File: src/rtl/olpo_pkg.sv
`timescale 1ns / 1ps
// ----------------------------------------------------------------------------
// olpo_pkg
// Request codes, status codes and sequencer types of the ordered list.
// ----------------------------------------------------------------------------
package olpo_pkg;

    typedef enum logic [2:0] {
        FN_INS_FRONT = 3'd0,
        FN_INS_BACK  = 3'd1,
        FN_INS_AT    = 3'd2,
        FN_DEL_FRONT = 3'd3,
        FN_DEL_BACK  = 3'd4,
        FN_DEL_AT    = 3'd5,
        FN_SEARCH    = 3'd6,
        FN_NOP       = 3'd7
    } func_t;

    typedef enum logic [1:0] {
        ST_DONE = 2'd0,
        ST_FULL = 2'd1,
        ST_NONE = 2'd2,
        ST_MISS = 2'd3
    } status_t;

    typedef enum logic [1:0] {
        OP_UP   = 2'd0,
        OP_DOWN = 2'd1,
        OP_SRCH = 2'd2
    } op_t;

    typedef enum logic [1:0] {
        S_IDLE = 2'd0,
        S_RUN  = 2'd1,
        S_PUT  = 2'd2,
        S_FIN  = 2'd3
    } state_t;

    localparam int FUNC_W   = 3;
    localparam int VALUE_W  = 32;
    localparam int POS_W    = 12;
    localparam int STATUS_W = 2;
    localparam int RES_W    = 9;
    localparam int IN_W     = 48;
    localparam int OUT_W    = 24;

endpackage

File: src/rtl/olpo_seq.sv
`timescale 1ns / 1ps
// ----------------------------------------------------------------------------
// olpo_seq
// Request sequencer: shifts entries one per cycle through the store, scans
// for searches, and holds the result register.
// ----------------------------------------------------------------------------
module olpo_seq #(
    parameter int CAPACITY = 256,
    parameter int ADDR_W   = 8,
    parameter int CNT_W    = 9
) (
    input  logic                         clk,
    input  logic                         rst_n,
    input  logic                         in_valid,
    output logic                         in_ready,
    input  logic [olpo_pkg::FUNC_W-1:0]  in_func,
    input  logic [olpo_pkg::VALUE_W-1:0] in_value,
    input  logic [olpo_pkg::POS_W-1:0]   in_position,
    output logic                         out_valid,
    input  logic                         out_ready,
    output logic [olpo_pkg::OUT_W-1:0]   out_data,
    output logic                         mem_we,
    output logic [ADDR_W-1:0]            mem_waddr,
    output logic [olpo_pkg::VALUE_W-1:0] mem_wdata,
    output logic                         mem_re,
    output logic [ADDR_W-1:0]            mem_raddr,
    input  logic [olpo_pkg::VALUE_W-1:0] mem_rdata
);

    localparam int WW = (CNT_W > olpo_pkg::POS_W + 1) ? CNT_W : olpo_pkg::POS_W + 1;
    localparam logic [WW-1:0] CAP_W = WW'(CAPACITY);

    olpo_pkg::state_t  state_reg, state_next;
    olpo_pkg::op_t     op_reg, op_next;
    olpo_pkg::status_t stat_reg, stat_next;
    logic [CNT_W-1:0]  count_reg, count_next;
    logic [WW-1:0]     ptr_reg, ptr_next;
    logic [WW-1:0]     n_reg, n_next;
    logic [WW-1:0]     tgt_reg, tgt_next;
    logic [WW-1:0]     fpos_reg, fpos_next;
    logic              found_reg, found_next;
    logic              pend_reg, pend_next;
    logic [ADDR_W-1:0] paddr_reg, paddr_next;
    logic [olpo_pkg::VALUE_W-1:0] word_reg, word_next;
    logic              ovalid_reg, ovalid_next;
    logic [olpo_pkg::OUT_W-1:0] odata_reg, odata_next;

    logic [WW-1:0] cnt_w, idx_w, pos_w;
    logic          accept, load, run_done;

    assign in_ready  = (state_reg == olpo_pkg::S_IDLE);
    assign accept    = in_valid && in_ready;
    assign load      = (state_reg == olpo_pkg::S_FIN) && (!ovalid_reg || out_ready);
    assign out_valid = ovalid_reg;
    assign out_data  = odata_reg;

    assign cnt_w = WW'(count_reg);
    assign pos_w = WW'(in_position);
    assign idx_w = (pos_w <= WW'(1)) ? '0 : pos_w - WW'(1);

    always_comb
    begin
        case (op_reg)
            olpo_pkg::OP_SRCH: run_done = found_reg || (n_reg == '0 && !pend_reg);
            default:           run_done = (n_reg == '0) && !pend_reg;
        endcase
    end

    always_comb
    begin
        state_next = state_reg;
        case (state_reg)
            olpo_pkg::S_IDLE:
            begin
                if (accept)
                begin
                    state_next = olpo_pkg::S_FIN;
                    case (olpo_pkg::func_t'(in_func))
                        olpo_pkg::FN_INS_FRONT, olpo_pkg::FN_INS_BACK, olpo_pkg::FN_INS_AT:
                            if (cnt_w < CAP_W) state_next = olpo_pkg::S_RUN;
                        olpo_pkg::FN_DEL_FRONT, olpo_pkg::FN_DEL_BACK:
                            if (cnt_w != '0) state_next = olpo_pkg::S_RUN;
                        olpo_pkg::FN_DEL_AT:
                            if (idx_w < cnt_w) state_next = olpo_pkg::S_RUN;
                        olpo_pkg::FN_SEARCH:
                            state_next = olpo_pkg::S_RUN;
                        default:
                            state_next = olpo_pkg::S_FIN;
                    endcase
                end
            end
            olpo_pkg::S_RUN:
            begin
                if (run_done)
                begin
                    state_next = (op_reg == olpo_pkg::OP_UP) ? olpo_pkg::S_PUT
                                                             : olpo_pkg::S_FIN;
                end
            end
            olpo_pkg::S_PUT: state_next = olpo_pkg::S_FIN;
            olpo_pkg::S_FIN: if (load) state_next = olpo_pkg::S_IDLE;
            default:         state_next = olpo_pkg::S_IDLE;
        endcase
    end

    always_comb
    begin
        op_next     = op_reg;
        stat_next   = stat_reg;
        count_next  = count_reg;
        ptr_next    = ptr_reg;
        n_next      = n_reg;
        tgt_next    = tgt_reg;
        fpos_next   = fpos_reg;
        found_next  = found_reg;
        pend_next   = 1'b0;
        paddr_next  = paddr_reg;
        word_next   = word_reg;
        odata_next  = odata_reg;
        ovalid_next = ovalid_reg && !out_ready;
        mem_we      = 1'b0;
        mem_waddr   = '0;
        mem_wdata   = word_reg;
        mem_re      = 1'b0;
        mem_raddr   = ptr_reg[ADDR_W-1:0];

        case (state_reg)
            olpo_pkg::S_IDLE:
            begin
                if (accept)
                begin
                    word_next  = in_value;
                    stat_next  = olpo_pkg::ST_DONE;
                    found_next = 1'b0;
                    fpos_next  = '0;
                    case (olpo_pkg::func_t'(in_func))
                        olpo_pkg::FN_INS_FRONT, olpo_pkg::FN_INS_BACK, olpo_pkg::FN_INS_AT:
                        begin
                            op_next = olpo_pkg::OP_UP;
                            if (in_func == olpo_pkg::FN_INS_FRONT) tgt_next = '0;
                            else if (in_func == olpo_pkg::FN_INS_BACK) tgt_next = cnt_w;
                            else tgt_next = (idx_w > cnt_w) ? cnt_w : idx_w;
                            if (cnt_w >= CAP_W) stat_next = olpo_pkg::ST_FULL;
                            ptr_next = cnt_w - WW'(1);
                            if (in_func == olpo_pkg::FN_INS_FRONT) n_next = cnt_w;
                            else if (in_func == olpo_pkg::FN_INS_BACK) n_next = '0;
                            else n_next = (idx_w > cnt_w) ? '0 : cnt_w - idx_w;
                        end
                        olpo_pkg::FN_DEL_FRONT, olpo_pkg::FN_DEL_BACK, olpo_pkg::FN_DEL_AT:
                        begin
                            op_next = olpo_pkg::OP_DOWN;
                            if (in_func == olpo_pkg::FN_DEL_FRONT) tgt_next = '0;
                            else if (in_func == olpo_pkg::FN_DEL_BACK) tgt_next = cnt_w - WW'(1);
                            else tgt_next = idx_w;
                            if (in_func == olpo_pkg::FN_DEL_AT)
                            begin
                                if (idx_w >= cnt_w) stat_next = olpo_pkg::ST_NONE;
                                ptr_next = idx_w + WW'(1);
                                n_next   = cnt_w - WW'(1) - idx_w;
                            end
                            else
                            begin
                                if (cnt_w == '0) stat_next = olpo_pkg::ST_NONE;
                                ptr_next = (in_func == olpo_pkg::FN_DEL_FRONT) ? WW'(1) : cnt_w;
                                n_next   = (in_func == olpo_pkg::FN_DEL_FRONT) ?
                                           cnt_w - WW'(1) : '0;
                            end
                        end
                        olpo_pkg::FN_SEARCH:
                        begin
                            op_next   = olpo_pkg::OP_SRCH;
                            stat_next = olpo_pkg::ST_MISS;
                            ptr_next  = '0;
                            n_next    = cnt_w;
                        end
                        default:
                        begin
                            op_next = olpo_pkg::OP_SRCH;
                        end
                    endcase
                end
            end
            olpo_pkg::S_RUN:
            begin
                if (pend_reg)
                begin
                    case (op_reg)
                        olpo_pkg::OP_UP:
                        begin
                            mem_we    = 1'b1;
                            mem_waddr = paddr_reg + ADDR_W'(1);
                            mem_wdata = mem_rdata;
                        end
                        olpo_pkg::OP_DOWN:
                        begin
                            mem_we    = 1'b1;
                            mem_waddr = paddr_reg - ADDR_W'(1);
                            mem_wdata = mem_rdata;
                        end
                        default:
                        begin
                            if (!found_reg && mem_rdata == word_reg)
                            begin
                                found_next = 1'b1;
                                stat_next  = olpo_pkg::ST_DONE;
                                fpos_next  = WW'(paddr_reg) + WW'(1);
                            end
                        end
                    endcase
                end
                if (n_reg != '0 && !found_reg)
                begin
                    mem_re     = 1'b1;
                    pend_next  = 1'b1;
                    paddr_next = ptr_reg[ADDR_W-1:0];
                    n_next     = n_reg - WW'(1);
                    ptr_next   = (op_reg == olpo_pkg::OP_UP) ? ptr_reg - WW'(1)
                                                             : ptr_reg + WW'(1);
                end
                if (run_done && op_reg == olpo_pkg::OP_DOWN)
                begin
                    count_next = count_reg - CNT_W'(1);
                end
            end
            olpo_pkg::S_PUT:
            begin
                mem_we     = 1'b1;
                mem_waddr  = tgt_reg[ADDR_W-1:0];
                mem_wdata  = word_reg;
                count_next = count_reg + CNT_W'(1);
            end
            olpo_pkg::S_FIN:
            begin
                if (load)
                begin
                    ovalid_next = 1'b1;
                    odata_next  = {3'b000, olpo_pkg::RES_W'(count_reg),
                                   olpo_pkg::RES_W'(fpos_reg), found_reg, stat_reg};
                end
            end
            default:
            begin
                ovalid_next = ovalid_reg && !out_ready;
            end
        endcase
    end

    always_ff @(posedge clk or negedge rst_n)
    begin
        if (!rst_n)
        begin
            state_reg  <= olpo_pkg::S_IDLE;
            count_reg  <= '0;
            pend_reg   <= 1'b0;
            ovalid_reg <= 1'b0;
        end
        else
        begin
            state_reg  <= state_next;
            count_reg  <= count_next;
            pend_reg   <= pend_next;
            ovalid_reg <= ovalid_next;
        end
    end

    always_ff @(posedge clk)
    begin
        op_reg    <= op_next;
        stat_reg  <= stat_next;
        ptr_reg   <= ptr_next;
        n_reg     <= n_next;
        tgt_reg   <= tgt_next;
        fpos_reg  <= fpos_next;
        found_reg <= found_next;
        paddr_reg <= paddr_next;
        word_reg  <= word_next;
        odata_reg <= odata_next;
    end

endmodule

File: config.mk
export PLATFORM = sky130hd
export DESIGN_NAME = olpo_seq
export DESIGN_NICKNAME = d
export VERILOG_FILES = /design/src/rtl/olpo_pkg.sv /design/src/rtl/olpo_seq.sv
export SDC_FILE = /design/constraint.sdc
export NUM_CORES = 1
export LEC_CHECK = 0
export ABC_AREA = 1
export ABC_CLOCK_PERIOD_IN_PS = 4230
export BUFFER_PORTS_ARGS = -buffer_cell sky130_fd_sc_hd__clkbuf_2
export CAP_MARGIN = 25
export CORE_MARGIN = 5
export CORE_UTILIZATION = 28
export CTS_BUF_LIST = sky130_fd_sc_hd__clkbuf_2 sky130_fd_sc_hd__clkbuf_4 sky130_fd_sc_hd__clkbuf_8
export DETAILED_ROUTE_END_ITERATION = 16
export MAX_ROUTING_LAYER = met4
export REMOVE_ABC_BUFFERS = 1
export SYNTH_ARGS = -nofsm -noshare
export SYNTH_HDL_FRONTEND = slang
export SYNTH_SLANG_ARGS = --single-unit
File: constraint.sdc
create_clock -name clk -period 4.23 [get_ports clk]
set_input_delay 0.6345 -clock clk [delete_from_list [all_inputs] [get_ports clk]]
set_output_delay 0.6345 -clock clk [all_outputs]
set_load 0.05 [all_outputs]
==> flow_summary.json <==
{
  "startpoint_type": "register",
  "cts_buffer_depth": 2,
  "route.detailed.wl_per_inst_um": 16.6,
  "die_h_um": 188,
  "power_frac_comb_pct": 60.1,
  "vias_per_cell": 4.89,
  "switching_power_uw": 4100,
  "power.share.sequential_pct": 27.6,
  "drtIter0Drc": 610,
  "final_antenna_net_count": 0,
  "numCtsBuffers": 17,
  "ioPinCount": 159,
  "synthFlopType": "edfxtp_1",
  "wl_met3_um": 1870,
  "holdBufCountCts": 0,
  "yosys.area.top_type": "edfxtp_1",
  "syn_inst": 1140,
  "yosysTopAreaCellShare_pct": 35.2,
  "setup_violations": 0,
  "met2_length_um": 13400,
  "grt_pass1_vias": 8128,
  "antenna_found_initial": 1,
  "route.vias.total": 8443,
  "ctsResizeCount": 0,
  "rsz0062_at_grt": "false",
  "syn2layout_area_growth_pct": 22.0,
  "drc": 0,
  "fin_nets": 1448,
  "routabilityCongestion": 0.979,
  "async_flop_share_pct": 11.1,
  "met1_length_um": 12700,
  "syn_avg_cell_area_um2": 7.79,
  "ys_seq_area_share_pct": 38.8,
  "grt_util_all_layers_pct": 16.3,
  "place.port_buffers": 155,
  "grt_max_degree": 35,
  "ir_drop_mv": 0.231,
  "firstDrtPassIters": 7,
  "synth.distinct_cells": 51,
  "worstPathRequired_ns": 3.60,
  "finalCritPeriodShare_pct": 86.3,
  "leakage_uw": 0.00500,
  "synth_top_cells_by_area": "edfxtp_1 (35%), nand2_1 (13%), ha_1 (7.0%)",
  "r2r_cells": 14,
  "die_area_um2": 35400,
  "wirelength_um": 28700,
  "ys_ff_latch": 117,
  "fmax_mhz": 274,
  "power.internal_uw": 3840,
  "largest_reg_flops": 32,
  "core_region_area_um2": 31500,
  "grt_pass1_wl_um": 44600,
  "layout.filler_cells": 3321,
  "layout-drive-gt1-share_pct": 19.8,
  "post-route-min-period_ns": 3.65,
  "outcome": "finished clean",
  "slew_viol_final": 0,
  "p_per_area_nw_per_um2": 733,
  "post-dp-hpwl_um": 22800,
  "cts_setup_buffers": 0,
  "max_slew_margin_pct": 47.8,
  "path_clk_slew_ns": 0.08,
  "tns_ns": 0,
  "top_layer": "met4",
  "cp_max_fo": 8,
  "synth-edff-count": 104,
  "clkPwrFrac_pct": 12.3,
  "worstSetupPathType": "reg2out",
  "synth_area_um2": 8880,
  "clk_latency_ns": 0.44,
  "dieWidth_um": 188,
  "critPathCaptureType": "output pin",
  "rows": 65,
  "overflow": 0,
  "yosysWarnings": 0,
  "p_sw_share_pct": 51.6,
  "cap_violations": 0,
  "hold_violations": 0,
  "hp-class": "in2async",
  "cp.arrival_ns": 3.01,
  "clock_skew_ns": 0.0141,
  "cts_sinks": 117,
  "tightest_slew_ns": 0.778,
  "start_util_pct": 28.2,
  "cts_tree": "built",
  "hold_slack_ns": 0.0962,
  "htreeDepth": 4,
  "clockRootBuffer": "clkbuf_8"
}
## placed cells by master, fill, tap and decap left out, types with 6 or more instances in the layout
master / instances
nand2_1: 298
clkbuf_2: 138
inv_1: 130
edfxtp_1: 104
a21oi_1: 91
nor2_1: 79
nand3_1: 73
o21ai_0: 63
ha_1: 50
xor2_1: 28
xnor2_1: 26
nand4_1: 24
nor3_1: 18
buf_4: 18
or2_2: 17
clkbuf_8: 17
buf_12: 17
dfrtp_1: 13
inv_2: 9
o211ai_1: 9
nor2_2: 8
nor2_4: 6
a22oi_1: 6
## area by class of cell
cell class	count	area, um^2	area share, %
Multi-Input combinational cell	860	4820	44.5
Sequential cell	117	3450	31.8
Timing Repair Buffer	173	1170	10.8
Inverter	141	532	4.91
Tap cell	402	503	4.64
Clock buffer	17	234	2.16
Clock inverter	15	131	1.21
Antenna cell	1	2.50	0.0231
## power groups by stage
| stage | clock [uW] | sequential (uW) | combinational (uW) |
|---|---|---|---|
| CTS | 1000 | 2190 | 4760 |
| global placement | 0 | 2200 | 4730 |
| global route | 1060 | 2240 | 5240 |
| detailed placement | 0 | 2220 | 4730 |
| floorplan | 0 | 2490 | 2950 |
| finish | 980 | 2190 | 4780 |
## worst max-delay path, stage by stage, from the launching register on
cell,delay [ns]
edfxtp_1,0.49
nor2_1,0.19
buf_4,0.19
ha_1,0.27
nand2_1,0.08
nand2_1,0.04
a31oi_1,0.22
inv_1,0.11
a21oi_1,0.14
o21a_1,0.15
nor2_1,0.04
nor2_1,0.07
nand2_1,0.06
a21oi_1,0.33
buf_12,0.19
## synthesized netlist by cell type (all sizes together) (6+ instances only)
library cell / instances
nand2: 304
inv: 140
edfxtp: 104
nor2: 95
a21oi: 92
nand3: 76
o21ai: 69
ha: 50
xor2: 29
xnor2: 26
nand4: 24
nor3: 20
or2: 18
clkbuf: 17
dfrtp: 13
o211ai: 9
buf: 7
a22oi: 6
## worst paths after layout
check / from / endpoint / slack, ns
setup / recovery: op_reg[1] / mem_waddr[5] / 0.58
min in group clk: in_value[13] / word_reg[13] / 0.36
hold reg to reg: fpos_reg[5] / out_data[8] / 0.42
hold / removal: rst_n / count_reg[4] / 0.1
setup reg to reg: count_reg[1] / n_reg[11] / 0.87
max in group asynchronous: rst_n / out_valid / 3.85
## kinds of logic (layout without fill, tap and decap cells)
| kind of cell | after synthesis | after routing | synth area share, % |
|---|---|---|---|
| flip-flops | 117 | 117 | 38.8 |
| XOR/XNOR | 55 | 55 | 5.51 |
| AND/OR/NAND/NOR | 544 | 544 | 27.4 |
| other | 1 | 4 | 0.0422 |
| adder cells (fa/ha/maj) | 55 | 55 | 8.17 |
| buffers and inverters | 165 | 346 | 7.17 |
| AO/OA/AOI/OAI | 203 | 203 | 12.9 |
## through the flow
step                      utilization [%]  total power, uW  setup WS, ns  area (um^2)  cells
final                                34.4             7940         0.581        10800   1726
after global routing                 34.4             8540         0.373        10800   1726
after CTS                            34.4             7950         0.551        10800   1725
after detailed placement             33.3             6950         0.439        10500   1693
after global placement               33.3             6930         0.515        10500   1693
after floorplan                         -             5440         -2.12         8790   1118
## metal layers
layer  vias to the layer above  track usage (%)
met3                        59             2.90
met1                      3877             20.4
met5                         -                -
met4                         0             5.14
met2                       326             26.9
li1                       4181                -
Power figures use the tool's default switching activity.
